$ cat config.mk
export PLATFORM = sky130hd
export DESIGN_NAME = fwh_queue
export DESIGN_NICKNAME = d
export VERILOG_FILES = /design/src/hdl/fwh_queue.sv
export SDC_FILE = /design/constraint.sdc
export NUM_CORES = 1
export LEC_CHECK = 0
export BUFFER_PORTS_ARGS = -buffer_cell sky130_fd_sc_hd__buf_2
export CORE_ASPECT_RATIO = 1.25
export CORE_MARGIN = 4
export CORE_UTILIZATION = 54
export CTS_BUF_LIST = sky130_fd_sc_hd__clkbuf_16
export DETAILED_ROUTE_END_ITERATION = 7
export HOLD_SLACK_MARGIN = 0.05
export PLACE_DENSITY = 0.86
export SYNTH_ARGS = -nofsm -noshare
export SYNTH_HDL_FRONTEND = slang
export SYNTH_SLANG_ARGS = --single-unit
$ cat constraint.sdc
create_clock -name clk -period 2.3 [get_ports clk]
set_input_delay 0.46 -clock clk [delete_from_list [all_inputs] [get_ports clk]]
set_output_delay 0.46 -clock clk [all_outputs]
set_load 0.02 [all_outputs]
$ cat src/hdl/fwh_queue.sv
module fwh_queue #(
	parameter int WIDTH = 16
) (
	input  logic             clk,
	input  logic             arst_n,
	input  logic             push,
	input  logic [WIDTH-1:0] push_data,
	input  logic             pop,
	output logic [WIDTH-1:0] pop_data,
	output logic             full,
	output logic             empty
);

	// two-entry ring
	logic [WIDTH-1:0] ent_q [2];
	logic             wr_q;
	logic             rd_q;
	logic [1:0]       cnt_q;

	assign full     = (cnt_q == 2'd2);
	assign empty    = (cnt_q == 2'd0);
	assign pop_data = ent_q[rd_q];

	always_ff @(posedge clk or negedge arst_n) begin
		if (!arst_n) begin
			wr_q  <= 1'b0;
			rd_q  <= 1'b0;
			cnt_q <= 2'd0;
		end else begin
			if (push) begin
				wr_q <= ~wr_q;
			end
			if (pop) begin
				rd_q <= ~rd_q;
			end
			if (push && !pop) begin
				cnt_q <= cnt_q + 2'd1;
			end else if (pop && !push) begin
				cnt_q <= cnt_q - 2'd1;
			end
		end
	end

	always_ff @(posedge clk) begin
		if (push) begin
			ent_q[wr_q] <= push_data;
		end
	end

endmodule

==> Word-level counts from Yosys, hierarchy flattened <==
Memories as Yosys holds them, arrays and structs flattened.
Cells that the tools add are included.
{ "totals": {"reg_bits": 4, "latchBits": 0, "mem_bits_rw": 32, "romBits": 0, "elab_cells": 19, "n_memories": 1} }
{ "op_classes": {"add_sub_neg": 2, "multipliers": 0, "div": 0, "n_lt_le_gt_ge": 0, "n_eq_ne": 1, "n_shift": 0, "muxes": 4, "bitwise": 2, "reduce_logical": 6} }
{ "memory_table": {"columns": ["memory", "words", "word_bits", "read_ports", "rd_ports_with_merged_regs", "write_ports", "line", "source"], "rows": [
  ["ent_q", 2, 16, 1, 0, 1, "15", "logic [WIDTH-1:0] ent_q [2];"]
]} }
{ "op_table": {"columns": ["op", "n"], "rows": [
  ["2-to-1 mux 2 bit", 2],
  ["adder 2 x 1 -> 2 bit (second input constant)", 1],
  ["== test 2 bit (second input constant)", 1],
  ["logical AND 1 bit", 2],
  ["zero test 1 bit", 2],
  ["zero test 2 bit", 1],
  ["2-to-1 mux 1 bit", 2],
  ["inverter 1 bit", 2],
  ["nonzero test 2 bit", 1],
  ["subtractor 2 x 1 -> 2 bit (second input constant)", 1]
]} }

==> Depth between registers and ports, before layout <==
Gate-level depths: netlist of the first run.
{ "logic_depth": {"ltp_word": 4, "mapped_depth": 5} }

==> Worst setup path after synthesis of the first run <==
OpenSTA, ideal clock, no wires.
{ "synth_timing": {"path_type": "in2reg", "from": "input push", "to": "memory ent_q[0][0], enable pin", "setup_ps": 390, "arrival_ps": 1224, "path_slack_ps": 685, "path_stages": 1, "cell_sequence": "nor2b_1"} }
{ "synth_between": {"elab_chain_cells": 2} }
{ "synth_lines": {"columns": ["element", "line", "source"], "rows": [
  ["from (decl)", "6", "input logic push,"],
  ["2-to-1 mux 1 bit", "45", "if (push) begin"],
  ["2-to-1 mux 1 bit (not written as such)", "46", "ent_q[wr_q] <= push_data;"],
  ["to (decl)", "15", null]
]} }
Every way passes these cells.

==> Worst setup path in the final report of the first run <==
{ "layout_timing": {"from": "register rd_q", "to": "output pop_data[9]"} }
{ "layout_between": {"elab_chain_cells": 1} }
{ "layout_lines": {"columns": ["element", "line", "source"], "rows": [
  ["from (decl)", "17", "logic rd_q;"],
  ["from (signal assigned)", "34", "rd_q <= ~rd_q;"],
  ["memory read (2 x 16 bit)", null, null],
  ["to (decl)", "9", "output logic [WIDTH-1:0] pop_data,"]
]} }
Every way passes these cells.

==> reports/qor.yml, run 1 <==
hold_path:
  worstHoldEndpoint: "ent_q[0][13]$_DFFE_PP_"
  holdPathStages: 1
  hp-class: "input pin to register"
  holdCritStartpoint: "push_data[13]"
floorplan:
  core_um2: 2450
  fp.dieW_um: 53.4
  io_pins: 38
  rows: 20
  die_y_um: 64.8
  initial_core_util_pct: 56.8
  dieArea_um2: 3460
pwr:
  leakage_nw: 0.744
  peakVddDrop_mv: 1.05
  power_w: 0.00242
  pwr_density_cell_nw_per_um2: 1360
layout:
  fin_cells: 146
  final_util_pct: 72.8
  drive_gt1_share_pct: 55.8
  area_delta_synth_final_pct: 28.1
  mostFrequentLayoutCells: "buf_2, edfxtp_1, mux2_4"
  nets: 133
  final_common_cell: "buf_2"
  antennaDiodeCount: 0
global_routing:
  grt_pass1_vias: 748
  grt_max_degree: 17
  antenna_found_initial: 0
  grt_first_pass_wirelength_um: 3620
  grt-ovfl-total: 0
  grt_usage_pct: 15.9
timing:
  skew_ps: 5.33
  fin_crit_sh_pct: 83.5
  relSlewSlack_pct: 51.6
  totalNegativeSetupSlack_ps: 0
  fmax_mhz: 520
  finalCriticalPeriod_ps: 1920
  rsz0062_at_grt: "no"
  final-setup-viol-count: 0
  maxSlewViolCount: 0
  worst_slew_pin_slew_ps: 726
  finalHoldViolCount: 0
detailed_routing:
  drtIter0Drc: 6
  drc: 0
  viasPerCell: 4.84
  routed_wl_um: 2340
  detail_route.first_pass.iterations: 3
  ant_nets: 0
  avgRoutedWirePerCell_um: 16.0
  route.vias.total: 706
place:
  io_buffers: 37
  dp_hpwl_um: 1600
  place_inst: 137
  gp_congestion: 0.695
logic_synthesis:
  yosysSeqAreaShare_pct: 76.2
  synth_cells: 66
  synth.distinct_cells: 13
  postSynthAreaPerCell_um2: 21.1
  synth_seq_cells: 36
  syn_nets: 87
  yosysWarnings: 0
  netlist_area_um2: 1390
clock_network:
  clk_path_buf_depth: 2
  cts_tree: "done"
  cts.sinks: 36
  cts-root-buf: "clkbuf_16"
  clock_latency_ps: 280
  post_cts_buffers: 0
  htree_levels: 2
  cts_inserted_buffers: 5
  path_clk_slew_ps: 50
critical_path:
  cp_data_arrival_time_ps: 1460
  r2r_end: "ent_q[1][7]$_DFFE_PP_"
  cp-end-kind: "primary output"
  crit_type: "register to primary output"
  crit_required_ps: 1840
  start_kind: "register"
  r2r_slack_ps: 930
  r2r-start: "wr_q$_DFFE_PN0P_"
  crit_fanout: 16
  reg2regPathDepth: 1
run:
  cap_violations: 0
outcome:
  status: "completed"
[metal layers]
metal,GRT usage (%),up-vias,wire length (µm)
met5,0,-,0
met4,9.90,0,68
met3,6.90,6,155
met2,23.9,26,1240
met1,18.2,337,872
li1,-,337,-
[kinds of logic after synthesis]
group         count (synthesis)  synth area share, %
simple gates                  5                 1.89
fa+ha+maj                     1                0.898
buf+inv                       3                 2.52
mux                          16                 15.4
xor+xnor                      5                 3.14
flops                        36                 76.2
[synth_stat cells (all sizes together)]
library cell   n  area [µm²]
and2           1        6.26
buf            2        31.3
dfrtp          4         100
edfxtp        32         961
ha             1        12.5
inv            1        3.75
mux2          16         214
nor2           2        7.51
nor2b          2        12.5
xnor2          1        8.76
xor2           4        35.0
[worst max-delay path by stage]
stage                startpoint               endpoint  slack, ps  depth (start not counted)
4_1_cts        rd_q$_DFFE_PN0P_            pop_data[9]        360                          3
3_5_place_dp   rd_q$_DFFE_PN0P_            pop_data[9]        660                          3
3_3_place_gp   rd_q$_DFFE_PN0P_            pop_data[9]        700                          3
2_1_floorplan              push  ent_q[0][0]$_DFFE_PP_        690                          1
6_report       rd_q$_DFFE_PN0P_            pop_data[9]        380                          3
5_1_grt        rd_q$_DFFE_PN0P_            pop_data[9]        290                          3
[power by group]
| part | switching [W] | total (W) | internal [W] | leakage, nW |
|---|---|---|---|---|
| Sequential | 0.0000636 | 0.000945 | 0.000881 | 0.347 |
| Combinational | 0.000414 | 0.000742 | 0.000328 | 0.312 |
| Clock | 0.000232 | 0.000736 | 0.000504 | 0.0850 |
| Total | 0.000710 | 0.00242 | 0.00171 | 0.744 |
[critical path: stages (launching register included)]
cell and delay [ps]:
dfrtp_1 370, buf_4 280, mux2_2 370, buf_2 160
[cell type report]
type	count	area (µm²)
flip-flops and latches	36	1060
fillers	166	668
multi-input cells	27	297
repair buffers	41	218
clock buffers	5	125
well taps	33	41.3
clock inverters	3	38.8
inverters	1	3.75
[registers in the layout (all words and copies together), names as in the netlist]
register,count
ent_q,32
cnt_q,2
rd_q,1
wr_q,1
[stage by stage]
step           instance area (µm²)  hold WS, ps  setup slack [ps]
3_3_place_gp                  1610          265               704
2_1_floorplan                 1390          164               685
4_1_cts                       1780          366               356
5_1_grt                       1780          369               294
3_5_place_dp                  1610          274               656
6_report                      1780          373               379
[what timing repair did]
item / CTS / global route
hold buffers: 1 / 0
resized for setup: 0 / 0
endpoints found under the hold margin: 4 / 0
No activity file was read; power rests on OpenSTA's default activity.
==> run 2: changes to the inputs <==
--- a/config.mk
+++ b/config.mk
@@ -8,11 +8,11 @@
 export BUFFER_PORTS_ARGS = -buffer_cell sky130_fd_sc_hd__buf_2
 export CORE_ASPECT_RATIO = 1.25
 export CORE_MARGIN = 4
-export CORE_UTILIZATION = 54
+export CORE_UTILIZATION = 50
 export CTS_BUF_LIST = sky130_fd_sc_hd__clkbuf_16
 export DETAILED_ROUTE_END_ITERATION = 7
 export HOLD_SLACK_MARGIN = 0.05
-export PLACE_DENSITY = 0.86
+export PLACE_DENSITY = 0.81
 export SYNTH_ARGS = -nofsm -noshare
 export SYNTH_HDL_FRONTEND = slang
 export SYNTH_SLANG_ARGS = --single-unit
==> constraint.sdc (replaced) <==
create_clock -name clk -period 1.85 [get_ports clk]
set_input_delay 0.37 -clock clk [delete_from_list [all_inputs] [get_ports clk]]
set_output_delay 0.37 -clock clk [all_outputs]
set_load 0.02 [all_outputs]
==> run 2 against run 1 <==
Final area decreased by 0.21%. Global-route usage shrank 3.2 points. Sequential share of layout area up 0.13 points. Flip-flop and latch count stayed put. Clock skew shrank 3.5 ps. Die area up 6.9%. Core utilization shrank 6.3 points. First-iteration DRC count grew 83%. Wire length fell by 12%. Register-to-register slack worse by 130 ps. Cell count up 2.7%. Power rose by 18%.
==> reports/qor.yml, run 2 (synthesis results as in run 1) <==
clock_network:
  cts_inserted_buffers: 5
  clock_latency_ps: 270
  cts.sinks: 36
  htree_levels: 2
  cts_tree: "done"
  cts-root-buf: "clkbuf_16"
  clk_path_buf_depth: 2
  path_clk_slew_ps: 50
  ctsResizeCount: 0
layout:
  regMostFlops: "ent_q"
  area_delta_synth_final_pct: 27.9
  design_area_um2: 1780
  reg_top3: "ent_q: 32 flops, cnt_q: 2 flops"
  nets: 136
  largest_reg_flops: 32
  final_common_cell: "buf_2"
  mostFrequentLayoutCells: "buf_2, edfxtp_1, mux2_4"
  antennaDiodeCount: 0
  drive_gt1_share_pct: 55.2
critical_path:
  crit_type: "register to primary output"
  reg2regPathDepth: 2
  r2r_slack_ps: 800
  crit_required_ps: 1480
  crit_fanout: 10
  start_kind: "register"
  cp_data_arrival_time_ps: 1330
  r2r-start: "wr_q$_DFFE_PN0P_"
  cp-end-kind: "primary output"
  r2r_end: "ent_q[0][4]$_DFFE_PP_"
timing:
  finalCriticalPeriod_ps: 1700
  fmax_mhz: 590
  relSlewSlack_pct: 89.3
  totalNegativeSetupSlack_ps: 0
  fin_crit_sh_pct: 91.7
  worst_slew_pin_slew_ps: 160
  maxSlewViolCount: 0
  rsz0062_at_grt: "no"
  finalWorstSetupSlack_ps: 154
  final-setup-viol-count: 0
  hold_ws_ps: 283
  skew_ps: 1.78
  finalHoldViolCount: 0
detailed_routing:
  drtIter0Drc: 11
  routed_wl_um: 2070
  viasPerCell: 4.75
  ant_nets: 0
  route.vias.total: 712
  drc: 0
  detail_route.first_pass.iterations: 4
  avgRoutedWirePerCell_um: 13.8
pwr:
  power_w: 0.00286
  swShare_pct: 29.6
  switchingPower_w: 0.000847
  p_comb_share_pct: 33.0
  peakVddDrop_mv: 1.21
  leakage_nw: 0.745
  seq_power_share_pct: 40.7
  p_clk_share_pct: 26.3
  pwr_density_cell_nw_per_um2: 1610
  internal-power_w: 0.00201
place:
  place_area_um2: 1630
  dp_slack_ps: 429
  io_buffers: 37
  gp_congestion: 0.686
  dp_hpwl_um: 1570
floorplan:
  fp.dieW_um: 55.2
  dieArea_um2: 3700
  io_pins: 38
  initial_core_util_pct: 52.0
  die_y_um: 67.0
  core_um2: 2680
  rows: 21
global_routing:
  grt_usage_pct: 12.7
  antenna_found_initial: 0
  grt_max_degree: 12
  grt-ovfl-total: 0
  grt_first_pass_wirelength_um: 3230
  grt_pass1_vias: 703
run:
  cap_violations: 0
outcome:
  status: "completed"
hold_path:
  worstHoldEndpoint: "ent_q[0][7]$_DFFE_PP_"
  holdCritStartpoint: "push_data[7]"
  holdPathStages: 1
  hp-class: "input pin to register"
run 2: cell count changes in the layout (fill, tap and decap cells not counted):
cell	previous run	this run
clkinv_1	0	2
bufinv_16	1	0
clkinv_2	1	0
buf_4	3	6
run 2: how the worst max path moves through the flow:
stage,start,to,cells after the start
2_1_floorplan,wr_q$_DFFE_PN0P_,ent_q[0][0]$_DFFE_PP_,1
3_3_place_gp,rd_q$_DFFE_PN0P_,pop_data[10],3
3_5_place_dp,rd_q$_DFFE_PN0P_,pop_data[14],3
4_1_cts,rd_q$_DFFE_PN0P_,pop_data[14],3
5_1_grt,rd_q$_DFFE_PN0P_,pop_data[14],3
6_report,rd_q$_DFFE_PN0P_,pop_data[14],3
run 2: metal layers:
layer  share of wire, %  wire, µm  track usage (%)
met1                 34       698             11.2
met2                 57      1190             23.1
met3                5.9       123             5.43
met4                3.1        64             9.12
met5                  0         0                0
run 2: power groups by stage:
stage	Clock, W	Combinational [W]	Sequential (W)
2_1_floorplan	0	0.000730	0.00116
3_3_place_gp	0	0.000945	0.00117
3_5_place_dp	0	0.000958	0.00118
4_1_cts	0.000766	0.000961	0.00117
5_1_grt	0.000802	0.00102	0.00118
6_report	0.000753	0.000944	0.00116
run 2: area by class of cell:
type,instances,area [µm²]
Tap cell,34,42.5
Timing Repair Buffer,44,240
Clock inverter,3,11.3
Sequential cell,36,1060
Clock buffer,5,125
Fill cell,199,900
Inverter,1,3.75
Multi-Input combinational cell,27,297
run 2: worst max-delay path, stage by stage, from the launching register on:
cell and delay [ps]:
dfrtp_1 340, buf_4 200, mux2_2 350, buf_2 160
run 2: through the flow:
| stage | util (%) | cells |
|---|---|---|
| after floorplan | - | 66 |
| after global placement | 61.0 | 141 |
| after detailed placement | 61.0 | 141 |
| after CTS | 66.4 | 150 |
| after global routing | 66.4 | 150 |
| final | 66.4 | 150 |
run 2: timing repair:
action / 4_1_cts / 5_1_grt
endpoints found under the hold margin: 4 / 0
buffers inserted: 0 / 0
hold buffers: 1 / 0
==> run 3: changes to the inputs <==
--- a/config.mk
+++ b/config.mk
@@ -7,7 +7,6 @@
 export LEC_CHECK = 0
 export BUFFER_PORTS_ARGS = -buffer_cell sky130_fd_sc_hd__buf_2
 export CORE_ASPECT_RATIO = 1.25
-export CORE_MARGIN = 4
 export CORE_UTILIZATION = 50
 export CTS_BUF_LIST = sky130_fd_sc_hd__clkbuf_16
 export DETAILED_ROUTE_END_ITERATION = 7
==> constraint.sdc (replaced) <==
create_clock -name clk -period 1.85 [get_ports clk]
set_input_delay 0.0925 -clock clk [delete_from_list [all_inputs] [get_ports clk]]
set_output_delay 0.0925 -clock clk [all_outputs]
set_load 0.02 [all_outputs]
==> run 3 against run 2 <==
Wire length increased by 8.5%. Flip-flop and latch count unchanged. Critical path type unchanged. Setup slack improved by 250 ps. Register-to-register slack got worse by 30 ps. First-iteration DRC count increased by 82%. Maximum frequency increased by 17%. Cell count increased by 10%.
==> reports/qor.yml, run 3 (synthesis results as in run 1) <==
global_routing:
  antenna_found_initial: 0
  grt_pass1_vias: 765
  grt_max_degree: 17
  grt-ovfl-total: 0
  grt_usage_pct: 16.8
  grt_first_pass_wirelength_um: 3330
layout:
  reg_top3: "ent_q: 32 flops, cnt_q: 2 flops"
  fin_cells: 165
  area_delta_synth_final_pct: 39.0
  final_common_cell: "buf_2"
  regMostFlops: "ent_q"
  nFillCells: 171
  largest_reg_flops: 32
  nets: 151
  multi_input_area_um2: 297
  mostFrequentLayoutCells: "buf_2, edfxtp_1, dlygate4sd3_1"
  drive_gt1_share_pct: 47.3
  antennaDiodeCount: 0
  area.sequential_um2: 1060
timing:
  fmax_mhz: 692
  finalWorstSetupSlack_ps: 405
  rsz0062_at_grt: "no"
  finalHoldViolCount: 0
  finalCriticalPeriod_ps: 1450
  skew_ps: 2.44
  relSlewSlack_pct: 85.5
  maxSlewViolCount: 0
  worst_slew_pin_slew_ps: 218
  fin_crit_sh_pct: 78.1
  final-setup-viol-count: 0
  totalNegativeSetupSlack_ps: 0
floorplan:
  rows: 21
  dieArea_um2: 3000
  fp.dieW_um: 49.2
  die_y_um: 61.0
  core_um2: 2650
  initial_core_util_pct: 52.5
  io_pins: 38
detailed_routing:
  drc: 0
  ant_nets: 0
  route.vias.total: 756
  routed_wl_um: 2250
  drtIter0Drc: 20
  viasPerCell: 4.58
  detail_route.first_pass.iterations: 4
  avgRoutedWirePerCell_um: 13.6
critical_path:
  cpLargestDelayFamily: "buffers and inverters"
  cp-end-kind: "primary output"
  slowest_delay_ps: 360
  crit_type: "register to primary output"
  cp_data_arrival_time_ps: 1350
  path_buf_inv: 2
  critical_path.cell_chain: "buf_4, mux2_2, buf_2"
  crit_required_ps: 1760
  cp_slowest_cell: "mux2_2"
  crit_fanout: 11
  start_kind: "register"
outcome:
  status: "completed"
clock_network:
  cts_tree: "done"
  cts-root-buf: "clkbuf_16"
  cts.sinks: 36
  clock_latency_ps: 270
  path_clk_slew_ps: 50
  cts_inserted_buffers: 5
  clk_path_buf_depth: 2
  htree_levels: 2
pwr:
  pwr_density_cell_nw_per_um2: 1490
  leakage_nw: 0.809
  power_w: 0.00288
  peakVddDrop_mv: 1.02
place:
  dp_slack_ps: 689
  place_inst: 139
  gp_congestion: 0.655
  io_buffers: 37
hold_path:
  hp-class: "input pin to register"
run:
  cap_violations: 0
==> run 3: changes by cell type in the layout (fill, tap and decap cells not counted) <==
cell           before  now
buf_4               6    4
clkinv_1            2    1
dlygate4sd3_1       1   18
inv_1               2    3
==> run 3: path summary, 6_finish.rpt <==
path,from,to,slack [ps],cells after the start
max,rd_q$_DFFE_PN0P_,pop_data[10],400,3
min,push,wr_q$_DFFE_PN0P_,60,2
max reg2reg,wr_q$_DFFE_PN0P_,ent_q[0][11]$_DFFE_PP_,770,2
min reg2reg,cnt_q[1]$_DFFE_PN0P_,cnt_q[1]$_DFFE_PN0P_,500,1
max in group asynchronous,arst_n,wr_q$_DFFE_PN0P_,1580,2
min in group asynchronous,arst_n,cnt_q[0]$_DFFE_PN0P_,160,2
==> run 3: metal layers <==
metal,GRT usage (%),part of all wire (%)
met5,0,0
met4,13.9,2.7
met3,5.26,3.2
met2,28.4,53
met1,17.4,41
==> run 3: report_power, final <==
| group | leakage, nW | internal (W) | switching (W) |
|---|---|---|---|
| Combinational | 0.388 | 0.000446 | 0.000519 |
| Sequential | 0.347 | 0.00109 | 0.0000714 |
| Clock | 0.0738 | 0.000482 | 0.000268 |
==> run 3: timing repair <==
| action | CTS | global route |
|---|---|---|
| setup buffers | 0 | 0 |
| endpoints found under the hold margin | 37 | 0 |
| hold buffers | 18 | 0 |
| resized for setup | 0 | 0 |
==> run 3: layout make-up <==
cell class | instances | share of cell area (%)
tap | 34 | 2.20
multi-input combinational | 27 | 15.3
inverter | 1 | 0.194
clock buffer | 5 | 6.46
timing repair buffer | 59 | 20.4
clock inverter | 3 | 0.582
sequential | 36 | 54.8
==> run 3: per-stage QoR <==
| step | instance area (µm²) | hold slack, ps | util (%) |
|---|---|---|---|
| floorplan | 1390 | -203 | - |
| global placement | 1620 | -101 | 61.0 |
| detailed placement | 1620 | -98.4 | 61.0 |
| CTS | 1940 | 55.3 | 72.9 |
| global route | 1940 | 69.9 | 72.9 |
| finish | 1940 | 59.1 | 72.9 |
