**src/hdl/fwh_pkg.sv**
```systemverilog
package fwh_pkg;

	// Input item opcodes
	typedef enum logic [1:0] {
		OP_ADD   = 2'd0,
		OP_READ  = 2'd1,
		OP_CLEAR = 2'd2,
		OP_NONE  = 2'd3
	} fwh_op_t;

	// Configuration register indexes
	localparam int CFG_IDX_W  = 2;
	localparam int CFG_DATA_W = 32;
	localparam logic [CFG_IDX_W-1:0] CFG_RANGE_LOW = 2'd0;
	localparam logic [CFG_IDX_W-1:0] CFG_BIN_WIDTH = 2'd1;
	localparam logic [CFG_IDX_W-1:0] CFG_BIN_COUNT = 2'd2;

	// Register reset values
	localparam logic signed [31:0] RANGE_LOW_RST = 32'sd0;
	localparam logic [30:0]        BIN_WIDTH_RST = 31'd65536;
	localparam logic [8:0]         BIN_COUNT_RST = 9'd10;

	typedef struct packed {
		fwh_op_t            op;
		logic signed [31:0] sample;
		logic [7:0]         bin_select;
	} fwh_in_t;

	typedef struct packed {
		logic [7:0]  bin_index;
		logic        in_range;
		logic [31:0] bin_value;
	} fwh_out_t;

	typedef struct packed {
		logic signed [31:0] range_low;
		logic [30:0]        bin_width;
		logic [8:0]         bin_count;
	} fwh_cfg_t;

	// Work handed from the classifier to the bin store
	typedef enum logic [1:0] {
		CMD_NONE,
		CMD_UPDATE,
		CMD_READ,
		CMD_CLEAR
	} fwh_kind_t;

	typedef struct packed {
		fwh_kind_t  kind;
		logic [7:0] bin_index;
		logic       in_range;
	} fwh_cmd_t;

	typedef enum logic [1:0] {
		F_IDLE,
		F_CHECK,
		F_DIV,
		F_PUSH
	} fwh_fstate_t;

	typedef enum logic [1:0] {
		B_CLEAR,
		B_IDLE,
		B_MEM
	} fwh_bstate_t;

endpackage

```
**src/hdl/fwh_front.sv**
```systemverilog
module fwh_front #(
	parameter int MAX_BINS = 256
) (
	input  logic                        clk,
	input  logic                        arst_n,
	input  fwh_pkg::fwh_cfg_t           cfg,
	input  logic                        cmd_valid,
	input  fwh_pkg::fwh_in_t            cmd,
	output logic                        cmd_stall,
	input  logic                        clearing,
	input  logic                        q_full,
	output logic                        push,
	output fwh_pkg::fwh_cmd_t           push_cmd,
	output logic [$clog2(MAX_BINS)-1:0] push_addr
);
	import fwh_pkg::*;

	localparam int AW    = $clog2(MAX_BINS);
	localparam int DW    = 31 + AW;
	localparam int CNT_W = $clog2(AW + 1);

	fwh_fstate_t        state_q, state_d;
	fwh_op_t            op_q;
	logic [7:0]         sel_q;
	logic signed [32:0] diff_q;
	logic [31:0]        rem_q;
	logic [DW-1:0]      dvs_q;
	logic [AW-1:0]      quo_q;
	logic [CNT_W-1:0]   cnt_q;
	fwh_cmd_t           cmd_q;
	logic [AW-1:0]      addr_q;

	logic          accept;
	logic          sel_ok;
	logic [AW+7:0] sel_x;
	logic [AW-1:0] sel_addr;
	logic [DW-1:0] lim;
	logic          reject;
	logic          take;
	logic [AW-1:0] quo_nx;
	logic [AW+7:0] quo_x;
	logic          used_ok;
	logic          last;

	assign cmd_stall = (state_q != F_IDLE) || clearing;
	assign accept    = cmd_valid && !cmd_stall;

	// bin select checks
	assign sel_ok   = 32'(sel_q) < 32'(MAX_BINS);
	assign sel_x    = {{AW{1'b0}}, sel_q};
	assign sel_addr = sel_x[AW-1:0];

	// quotient >= 2^AW can never be a bin in use
	assign lim    = DW'(cfg.bin_width) << AW;
	assign reject = diff_q[32] || (cfg.bin_width == '0) || (DW'(diff_q[31:0]) >= lim);

	// one restoring division step per cycle
	assign take    = DW'(rem_q) >= dvs_q;
	assign quo_nx  = AW'(quo_q << 1) | AW'(take);
	assign quo_x   = {8'd0, quo_nx};
	assign used_ok = (32'(quo_nx) < 32'(cfg.bin_count)) && (32'(quo_nx) < 32'(MAX_BINS));
	assign last    = (cnt_q == CNT_W'(AW - 1));

	assign push      = (state_q == F_PUSH) && !q_full;
	assign push_cmd  = cmd_q;
	assign push_addr = addr_q;

	// state register
	always_ff @(posedge clk or negedge arst_n) begin
		if (!arst_n) begin
			state_q <= F_IDLE;
		end else begin
			state_q <= state_d;
		end
	end

	// next state
	always_comb begin
		state_d = state_q;
		unique case (state_q)
			F_IDLE: begin
				if (accept) state_d = F_CHECK;
			end
			F_CHECK: begin
				if (op_q == OP_ADD && !reject) state_d = F_DIV;
				else                           state_d = F_PUSH;
			end
			F_DIV: begin
				if (last) state_d = F_PUSH;
			end
			F_PUSH: begin
				if (!q_full) state_d = F_IDLE;
			end
			default: state_d = F_IDLE;
		endcase
	end

	// datapath
	always_ff @(posedge clk) begin
		if (accept) begin
			op_q   <= cmd.op;
			sel_q  <= cmd.bin_select;
			diff_q <= 33'(cmd.sample) - 33'(cfg.range_low);
		end
		if (state_q == F_CHECK) begin
			rem_q  <= diff_q[31:0];
			dvs_q  <= DW'(cfg.bin_width) << (AW - 1);
			quo_q  <= '0;
			cnt_q  <= '0;
			addr_q <= sel_addr;
			unique case (op_q)
				OP_ADD: begin
					cmd_q <= '{kind: CMD_NONE, bin_index: 8'd0, in_range: 1'b0};
				end
				OP_READ: begin
					cmd_q <= '{kind: (sel_ok ? CMD_READ : CMD_NONE),
						bin_index: sel_q, in_range: 1'b0};
				end
				OP_CLEAR: begin
					cmd_q <= '{kind: (sel_ok ? CMD_CLEAR : CMD_NONE),
						bin_index: sel_q, in_range: 1'b0};
				end
				OP_NONE: begin
					cmd_q <= '{kind: CMD_NONE, bin_index: sel_q, in_range: 1'b0};
				end
				default: begin
					cmd_q <= '{kind: CMD_NONE, bin_index: sel_q, in_range: 1'b0};
				end
			endcase
		end
		if (state_q == F_DIV) begin
			if (take) rem_q <= rem_q - dvs_q[31:0];
			dvs_q <= dvs_q >> 1;
			quo_q <= quo_nx;
			cnt_q <= CNT_W'(cnt_q + 1'b1);
			if (last) begin
				addr_q <= quo_nx;
				if (used_ok) begin
					cmd_q <= '{kind: CMD_UPDATE, bin_index: quo_x[7:0], in_range: 1'b1};
				end else begin
					cmd_q <= '{kind: CMD_NONE, bin_index: 8'd0, in_range: 1'b0};
				end
			end
		end
	end

endmodule

```
**config.mk**
```make
export PLATFORM = sky130hd
export DESIGN_NAME = fwh_front
export DESIGN_NICKNAME = d
export VERILOG_FILES = /design/src/hdl/fwh_pkg.sv /design/src/hdl/fwh_front.sv
export SDC_FILE = /design/constraint.sdc
export NUM_CORES = 1
export LEC_CHECK = 0
export ABC_AREA = 1
export ABC_CLOCK_PERIOD_IN_PS = 11600
export BUFFER_PORTS_ARGS = -buffer_cell sky130_fd_sc_hd__buf_2
export CAP_MARGIN = 20
export CORE_ASPECT_RATIO = 1.2
export CORE_MARGIN = 1.5
export CORE_UTILIZATION = 47
export CTS_CLUSTER_DIAMETER = 80
export DETAILED_ROUTE_END_ITERATION = 6
export GPL_TIMING_DRIVEN = 1
export PLACE_DENSITY = 0.67
export SYNTH_ARGS = -nofsm -noshare
export SYNTH_HDL_FRONTEND = slang
export SYNTH_SLANG_ARGS = --single-unit
```
**constraint.sdc**
```tcl
create_clock -name clk -period 11.6 [get_ports clk]
set_clock_uncertainty 0.15 [all_clocks]
set_input_delay 0.58 -clock clk [delete_from_list [all_inputs] [get_ports clk]]
set_output_delay 0.58 -clock clk [all_outputs]
set_load 0.01 [all_outputs]
```
# Yosys cells after proc, flatten, opt, wreduce, memory -nomap -nowiden

Index checks and enable logic that the tools add are counted.
W data, S select, Z words.

Add/sub/neg operators: 3
Magnitude comparators: 3
Eq/ne operators: 10
Muxes and demuxes: 22
Bitwise gates (word level): 1
Reductions and logical operators: 15

Operators by type and width:

| cell                  | count |
|---|---|
| $mux W32              | 3 |
| $pmux W11 S4          | 1 |
| $ge A32 B39 Y1        | 1 |
| $ge A32 B38 Y1        | 1 |
| $mux W38              | 1 |
| $mux W37              | 1 |
| $mux W11              | 3 |
| $sub A32 B32 Y33      | 1 |
| $sub A32 B32 Y32      | 1 |
| $logic_not A31 Y1     | 1 |
| $mux W8               | 3 |
| $mux W7               | 2 |
| $mux W10              | 1 |
| $lt A8 B9 Y1          | 1 |
| $eq A2 B2 Y1 const B  | 4 |
| $mux W4               | 2 |
| $or A8 B1 Y8          | 1 |
| $pmux W2 S4           | 1 |
| $mux W2               | 3 |
| $ne A2 B2 Y1 const B  | 3 |
| $add A4 B1 Y4 const B | 1 |
| $eq A2 B1 Y1 const B  | 2 |
| $eq A4 B3 Y1 const B  | 1 |
| $logic_not A2 Y1      | 2 |
| 6 further kinds       | 13 |

Register bits: 145
Input bits: 119
Output and inout port bits: 21
Logic and storage cells: 67

# Longest topological paths before layout

Gate-level depths: netlist of run 1.

Depth in word-level cells: 7
Mapped depth: 18
Gate-level depth less buffers: 16

# Least setup slack after synthesis of run 1

OpenSTA, ideal clock, no wires.

Path type: register -> register
Start point: register state_q[0]
End point: register state_q[0]
Data arrival time: 3.684 ns
Setup slack: 7.632 ns
Stages on the path, launching flop included: 9
Buffers on the path: 0
Cells stage by stage: dfrtp_1 -> inv_1 -> ha_1 -> inv_1 -> or2_2 -> nor2_1 -> o221ai_1 -> a211oi_1 -> a21boi_0

Word-level cells in the longest chain between the ends: 6

Ends and longest elaborated chain:

| what                               | line            | RTL |
|---|---|---|
| start: declaration                 | fwh_front.sv:22 | `fwh_fstate_t state_q, state_d;` |
| start signal: assignment           | fwh_front.sv:73 | `state_q <= state_d;` |
| $reduce_bool A2 Y1                 | fwh_front.sv:45 | `assign cmd_stall = (state_q != F_IDLE) \|\| clearing;` |
| $logic_or A1 B1 Y1                 | fwh_front.sv:45 |  |
| net cmd_stall                      | fwh_front.sv:9  | `output logic cmd_stall,` |
| $logic_not A1 Y1                   | fwh_front.sv:46 | `assign accept = cmd_valid && !cmd_stall;` |
| $logic_and A1 B1 Y1                | fwh_front.sv:46 |  |
| net accept                         | fwh_front.sv:33 | `logic accept;` |
| $ne A2 B2 Y1 (no source line)      | n/a             |  |
| $reduce_and A3 Y1 (no source line) | n/a             |  |

The timed path passes the listed nets, and every way through them passes these cells.
A chain may end at the register's enable or synchronous reset.

# Final worst setup path of run 1

Start point: register state_q[0]
End point: register cmd_q, in the netlist push_cmd[0]

Word-level cells in the longest chain between the ends: 4

Ends and longest elaborated chain:

| what                   | line             | RTL |
|---|---|---|
| $eq A2 B1 Y1           | fwh_front.sv:105 | `if (state_q == F_CHECK) begin` |
| $mux W11               | fwh_front.sv:105 |  |
| $mux W11               | fwh_front.sv:136 | `if (last) begin` |
| $mux W11 (*)           | fwh_front.sv:131 | `if (state_q == F_DIV) begin` |
| end signal: assignment | fwh_front.sv:113 | `cmd_q <= '{kind: CMD_NONE, bin_index: 8'd0, in_range: 1'b0};` |
| end signal: assignment | fwh_front.sv:139 | `cmd_q <= '{kind: CMD_UPDATE, bin_index: quo_x[7:0], in_range: 1'b1};` |
| end signal: assignment | fwh_front.sv:141 | `cmd_q <= '{kind: CMD_NONE, bin_index: 8'd0, in_range: 1'b0};` |
| end: declaration       | fwh_front.sv:30  | `fwh_cmd_t cmd_q;` |

Every way passes the cells marked *; elsewhere a longest branch is shown, timed or not.

==> results by stage, run 1 <==
Outcome:
- The run finished, with violations left.
- The checks that failed: DRC.

Clock network:
- Clock-pin slew was measured on the worst setup and hold paths at 0.08 ns.
- The number of H-tree levels is 4.
- Clock tree synthesis inserted a total of 17 buffers.
- After clock tree synthesis, the repair step resized 0 gates.
- The clock tree from TritonCTS is built.
- Buffers added to address setup during post-CTS repair amount to 0.
- Clock tree synthesis found a total of 145 sinks.
- The CTS root buffer is sky130_fd_sc_hd__clkbuf_16.
- The worst-skew pair later-pin latency is 0.43 ns.
- After clock tree synthesis, the flow added hold-fix buffers numbering 1.
- The maximum clock path buffer count is 2.

Die:
- The die area is 23900 um2.
- The die is 141 um wide.
- The I/O pin total is 140.
- The height of the die is 169 um.
- The starting density of the core is 48.0%.
- The region available for standard cell placement spans 22400 um2.
- The number of cell rows is 60.

Logic synthesis:
- Summing every instance area after synthesis gives 10800 um2.
- Of the post-synthesis cell area, the dominant cell type holds 25.6%.
- The Yosys step of the flow raised 0 warnings.
- Yosys attributes the largest share of cell area to sky130_fd_sc_hd__edfxtp_1 26%, sky130_fd_sc_hd__ha_1 12%, sky130_fd_sc_hd__nand2_1 12%.
- The synthesized netlist cell count is 1446.
- The post-synthesis average cell area is 7.45 um2.
- Summing the sequential cell areas from Yosys gives 35.6% of the chip area.
- Yosys mapped the design onto 43 distinct sky130hd cell types.
- After synthesis the netlist holds a flip-flop and latch count of 145.
- Summed over all instances, the cell type with the most area after synthesis is sky130_fd_sc_hd__edfxtp_1.
- The number of nets in the synthesized netlist is 1672.

Timing:
- Adding up every negative setup slack in the final design gives 0 ns.
- Headroom to the max-slew limit came out at 42.7%.
- The worst path setup slack after routing is 8.06 ns.
- The smallest clock period supported by the final layout is computed as 3.54 ns.
- On the final layout, the worst hold slack is 0.163 ns.
- The final count of pins violating max slew is 0.
- Dividing the final minimum period by the clock period gives 30.5%.
- For this run, the top clock speed supported by timing is 282 MHz.
- The final-report hold violation count is 0.
- Setup violations remaining at the end of the flow were counted as 0.
- Setup repair after global routing left no endpoint under its margin.
- The transition time at the pin with the least slew margin is 0.857 ns.

Final layout:
- The final net count is 1811.
- The multi-input combinational cells in the finished layout cover a total of 5960 um2.
- The number of filler cells placed in the layout is 2166.
- The post-layout instance area is 12400 um2.
- The diode insertion count for antenna repair is 0.
- The most common library cell in the layout ignoring fill and taps is sky130_fd_sc_hd__nand2_1.
- The fraction of the core area covered by cells at the end of the flow is 55.1%.
- Relative to the synthesized area, the layout overhead comes to 14.8%.
- In the layout the commonest cells are 339 x sky130_fd_sc_hd__nand2_1, 226 x sky130_fd_sc_hd__inv_1, 139 x sky130_fd_sc_hd__nor2_1, 139 x sky130_fd_sc_hd__buf_2, 120 x sky130_fd_sc_hd__o21ai_0.
- The sequential cell area in the final layout is 3830 um2.
- The final cell count without fillers is 1877.
- The share of final-layout standard cells stronger than drive strength 1 is 13.1%.

Global routing:
- The via count of the first global-routing pass was 9552.
- Entering global routing, the biggest net connects 74 pins.
- The first global-routing pass estimated 45.4 mm of wire.
- The aggregate global-route resource usage is 23.9%.
- The initial antenna violation count is 1.
- The overall overflow remaining after global route is 0.

Setup path:
- Counting buffers and inverters, the worst setup path is 9 cells deep.
- The number of buffers and inverters on the critical path is 5.
- The start of the worst register-to-register path is state_q[0]$_DFFE_PN0P_.
- The largest incremental delay on the critical path is 0.76 ns.
- Broken down by cell family, the worst path's largest delay share belongs to buffers and inverters.
- The endpoint identified for the worst register-to-register timing path is push_cmd[0]$_DFF_P_.
- The slack of the worst reg-to-reg path is 8.06 ns.
- In this run the worst setup path begins at state_q[0]$_DFFE_PN0P_.
- Walking the worst path, the cells encountered are inv_1, ha_2, buf_4, clkinv_1, nor2_1, clkinv_1, nand2_1, inv_1, a21oi_1.
- The data required time of the critical path is 11.81 ns.
- For the worst flop-to-flop path, the logic depth is 9.
- STA classifies the critical path endpoint as a register.
- The standard cell with the maximum stage delay on the critical path is sky130_fd_sc_hd__nor2_1.
- The maximum fanout along the worst path is 73.
- The category of the critical setup timing path is register to register.
- The critical path ends at push_cmd[0]$_DFF_P_.
- The worst endpoint data arrival time is 3.75 ns.
- The startpoint type of the worst setup path is a register.

Placed design:
- The weighted congestion reported at the end of routability-driven placement is 0.955.
- The detailed-placement wirelength estimate is 22.2 mm.
- The worst slack at placement is 8.07 ns.
- The total placed cells including tap cells is 1844.
- In this run the cell area measured after placement is 11700 um2.
- Buffers placed on the I/O ports in this run total 139.

Run:
- The number of max-cap violations is 0.

Pwr:
- VDD sags by at most 0.142 mV.
- For this design the ratio of total power to cell area is 269 nW/um2.
- The overall power consumption is 3.33 mW.
- The cell leakage power is 6.05 nW.

Routing:
- After detailed routing, the number of vias per cell comes to 5.22.
- The number of nets with antenna violations after detailed routing is 0.
- The routed length per placed instance is 14.7 um.
- The final layout contains routed wiring with a total length of 27.7 mm.
- The number of vias in the routed layout is 9807.
- The first-pass iteration count of the detailed router is 7.
- After the first detailed-routing iteration, the DRC count stood at 641.
- The total DRC errors in the routed layout is 4.

Worst hold path:
- The worst min-delay path category is input port to register.
==> state kept, by name (all words and copies together) (netlist names), 4 cells and up <==
name,flops
rem_q,32
dvs_q,38
quo_q,7
sel_addr,8
push_cmd,11
diff_q,33
push_addr,8
cnt_q,4
==> cell families (layout without fill, tap and decap cells) <==
family | after synthesis | in the layout | synth area share [%]
AOI/OAI and AO/OA | 287 | 287 | 15.0
xor gates and xnor gates | 47 | 47 | 3.82
adders and majority gates | 107 | 107 | 12.6
buffers and inverters | 256 | 408 | 9.22
DFF | 145 | 145 | 35.6
muxes | 9 | 9 | 0.836
and+or+nand+nor | 595 | 595 | 23.0
==> final cells by class <==
class                   count  share of cell area (%)
well taps                 279                    2.82
clock inverters            15                    1.59
flip-flops and latches    145                    31.0
clock buffers              17                    3.44
multi-input cells        1045                    48.2
repair buffers            145                    6.00
inverters                 231                    7.01
==> metal layers <==
layer	up-vias	wire [um]	track usage [%]	part of all wire, %
met4	0	966	11.0	3.5
li1	5043	-	-	-
met5	-	0	0	0
met2	256	13300	41.0	48
met3	66	1130	2.86	4.1
met1	4442	12200	30.1	44
==> synthesized netlist by cell type, drive strengths merged <==
cell type,number
nand2,346
inv,227
nor2,142
o21ai,131
ha,105
edfxtp,92
a21oi,90
dfxtp,51
nand3,50
xor2,36
nand4,22
clkbuf,19
o21a,17
nor3,15
a21boi,13
a31oi,11
or2,11
xnor2,11
mux2i,9
o21bai,9
a21o,7
o211ai,7
buf,6
nand3b,5
clkinv,4
dfrtp,2
fa,2
nor4,2
a211oi,1
and2,1
and3,1
o221ai,1
==> where the power goes <==
group          switching, mW  internal (mW)  leakage, nW  total (mW)
Sequential             0.111          0.821         1.33       0.932
Combinational           1.19          0.638         4.42        1.83
Clock                  0.272          0.298        0.302       0.569
Total                   1.57           1.76         6.05        3.33
==> worst min path at each step <==
stage	end	slack (ns)	startpoint	cells after the start
after detailed placement	state_q[1]$_DFFE_PN0P_	0.23	arst_n	1
after global placement	state_q[1]$_DFFE_PN0P_	0.23	arst_n	1
final	sel_addr[1]$_DFFE_PP_	0.16	cmd[1]	1
after global routing	sel_addr[1]$_DFFE_PP_	0.14	cmd[1]	1
after CTS	sel_addr[4]$_DFFE_PP_	0.15	cmd[4]	1
after floorplan	state_q[0]$_DFFE_PN0P_	0.13	arst_n	0
No activity file was read; power rests on OpenSTA's default activity.
==> inputs of run 2 (changes only) <==
--- a/config.mk
+++ b/config.mk
@@ -6,7 +6,7 @@
 export NUM_CORES = 1
 export LEC_CHECK = 0
 export ABC_AREA = 1
-export ABC_CLOCK_PERIOD_IN_PS = 11600
+export ABC_CLOCK_PERIOD_IN_PS = 3400
 export BUFFER_PORTS_ARGS = -buffer_cell sky130_fd_sc_hd__buf_2
 export CAP_MARGIN = 20
 export CORE_ASPECT_RATIO = 1.2
==> constraint.sdc (replaced) <==
create_clock -name clk -period 3.4 [get_ports clk]
set_clock_uncertainty 0.15 [all_clocks]
set_input_delay 0.17 -clock clk [delete_from_list [all_inputs] [get_ports clk]]
set_output_delay 0.17 -clock clk [all_outputs]
set_load 0.01 [all_outputs]
==> run 2 against run 1 <==
Net effect:
- the run ends with hold timing left
- utilization rose by 1.8 points
- power rose to 3.4 times the previous value
- first-iteration DRC count fell by 3.0%
- critical path type unchanged
- largest power group unchanged
==> results by stage, run 2 (same netlist as run 1, synthesis figures left out) <==
Routing:
- Dividing the detail-routed wire length by the instance count gives 15.1 um.
- Wires add up to 29.1 mm.
- The violation count after the first detailed-route iteration is 622.
- The total DRC errors in the routed layout is 0.
- The number of vias in the routed layout is 10100.
- After detailed routing, the number of vias per cell comes to 5.24.
- The number of nets with antenna violations after detailed routing is 0.
- The first TritonRoute pass finished after 7 iterations.

Final layout:
- Counting the fill cells in the layout gives 2101.
- The library cells used most frequently in the layout, excluding fill and tap cells, are 339 x sky130_fd_sc_hd__nand2_1, 226 x sky130_fd_sc_hd__inv_1, 139 x sky130_fd_sc_hd__nor2_1, 139 x sky130_fd_sc_hd__buf_2, 120 x sky130_fd_sc_hd__o21ai_0.
- In the final layout, flip-flops and latches occupy 3830 um2.
- The most common library cell in the layout ignoring fill and taps is sky130_fd_sc_hd__nand2_1.
- In the final layout, the registers with the most flip-flops are dvs_q (38), diff_q (33), rem_q (32).
- In the final layout, the multi-input gates occupy 5960 um2.
- After the last flow step, the layout net total stands at 1853.
- Compared with the post-synthesis result, the final layout area differs by 18.7%.
- The number of flip-flops under the largest register name is 38.
- The top register by number of flip-flops is dvs_q.
- 0 antenna diodes ended up in the layout.
- Of the cells placed in the final design, the portion with a size suffix greater than 1 is 13.1%.

Worst hold path:
- The worst min-delay path category is input port to register.

Die:
- The floorplan step defined a die boundary enclosing 23900 um2.
- Once the floorplan was initialized, standard cells occupied 48.0% of the core.
- 140 I/O pins were placed.
- The region available for standard cell placement spans 22400 um2.
- In this run the vertical extent of the chip is 169 um.
- The floorplan has 60 rows.
- The floorplan step set the die width to 141 um.

Pwr:
- The worst-case vdd ir drop is 0.481 mV.
- For this design the ratio of total power to cell area is 894 nW/um2.
- The cell leakage power is 6.23 nW.

Clock network:
- The clock tree from TritonCTS is built.
- The number of H-tree levels is 4.
- The maximum clock path buffer count is 2.
- The CTS root buffer is sky130_fd_sc_hd__clkbuf_16.
- The tree built by TritonCTS fans out to 145 sinks.
- After clock tree synthesis, the clock-pin slew on the worst setup and hold paths is 0.07 ns.
- The number of buffers created by CTS is 17.
- The number of post-CTS setup repair buffers is 0.
- For the worst-skew pair, the clock arrives at the later sink with an insertion delay of 0.44 ns.

Timing:
- Setup total negative slack on the finished layout was measured at 0 ns.
- Derived from the worst setup path, the maximum achievable clock frequency is 374 MHz.
- The shortest period the worst path allows is 2.67 ns.
- The final-report hold violation count came to 1.
- After layout, the worst setup slack is 0.727 ns.
- Setup violations remaining at the end of the flow were counted as 0.
- The headroom to the max-slew limit is 44.0%.
- The final count of pins violating max slew is 0.
- After layout, the worst path uses 78.6% of the clock period.
- At the pin with the least slew margin, the transition time is 0.834 ns.
- Setup repair after global routing left no endpoint under its margin.
- The worst hold margin is -0.00107 ns.

Global routing:
- For this run the aggregate overflow at the end of global routing stands at 0.
- The initial antenna violation count is 0.
- The via count of the first global-routing pass was 9732.
- The first global-routing pass estimated 47.0 mm of wire.
- Global routing consumed, over all layers together, 25.0% of the routing resources.
- Entering global routing, the biggest net connects 72 pins.

Setup path:
- The kind of end point of the critical path is a register.
- The slack of the worst reg-to-reg path is 0.73 ns.
- The data required time of the critical path is 3.57 ns.
- The largest incremental delay on the critical path is 0.43 ns.
- The worst endpoint data arrival time is 2.84 ns.
- Traced cell by cell, the critical path runs through ha_1, fa_1, inv_1, nand2_1, nand3_1, nand2_1, nand3_2, nand2_2, nand2_4, nand2_4, inv_2, buf_12, o21ai_0.
- The slowest stage of the critical path is the sky130_fd_sc_hd__fa_1 cell.
- The category of the critical setup timing path is register to register.
- The startpoint type of the worst setup path is a register.
- The maximum fanout along the worst path is 16.

Placed design:
- Summed over all nets, the half-perimeter wirelength after detailed placement is 22.7 mm.
- Port buffering added 139 buffers.
- The congestion estimate from routability-driven global placement came to 0.932.
- The worst slack at placement is 0.768 ns.

Outcome:
- The run finished, with violations left.
- The checks that failed: hold timing.

Run:
- The number of max-cap violations is 0.
run 2: power by group:
part | total, mW | internal (mW) | switching (mW)
Combinational | 6.34 | 2.25 | 4.10
Sequential | 3.17 | 2.79 | 0.372
Clock | 1.92 | 0.999 | 0.924
run 2: stage by stage:
| step | hold WS (ns) | instance area (um2) | utilization [%] | total power [mW] | cells |
|---|---|---|---|---|---|
| floorplan | -0.276 | 10800 | - | 7.78 | 1446 |
| global placement | -0.192 | 11800 | 52.6 | 9.36 | 1849 |
| detailed placement | -0.191 | 11800 | 52.6 | 9.45 | 1849 |
| CTS | 0.00117 | 12800 | 57.0 | 11.5 | 1919 |
| global route | 0.0187 | 12800 | 57.0 | 12.5 | 1919 |
| finish | -0.00107 | 12800 | 57.0 | 11.4 | 1919 |
run 2: cell type report:
type	count	share of cell area [%]
clock buffers	17	3.33
well taps	279	2.73
flip-flops and latches	145	30.0
inverters	231	6.78
clock inverters	15	1.46
repair buffers	187	9.10
multi-input cells	1045	46.6
run 2: worst paths after layout:
kind / start / end / depth (start not counted)
min in group asynchronous: arst_n / state_q[1]$_DFFE_PN0P_ / 3
worst max register to register: dvs_q[0]$_SDFFCE_PN0P_ / rem_q[16]$_DFF_P_ / 13
max in group asynchronous: arst_n / state_q[0]$_DFFE_PN0P_ / 3
worst max-delay path: dvs_q[0]$_SDFFCE_PN0P_ / rem_q[16]$_DFF_P_ / 13
worst min register to register: rem_q[31]$_DFF_P_ / rem_q[31]$_DFF_P_ / 2
worst min-delay path: cfg[20] / dvs_q[18]$_DFFE_PP_ / 3
run 2: critical path: cells and delay by family, from the launching register on:
kind | cells | cell delay (ns)
fa+ha+maj | 2 | 0.67
simple gates | 7 | 0.70
compound gates | 1 | 0.09
flops | 1 | 0.38
buf+inv | 3 | 0.56
run 2: timing repair:
action,4_1_cts,5_1_grt
setup endpoints to repair,0,0
endpoints found under the hold margin,38,0
hold buffers,38,0
resized for setup,0,0
run 2: metal layers:
layer  track usage [%]  vias up  part of all wire (%)
met5                 0        -                     0
met4              12.7        0                   4.3
met3              3.06       78                   4.2
met2              43.4      289                    49
met1              30.4     4566                    42
li1                  -     5130                     -
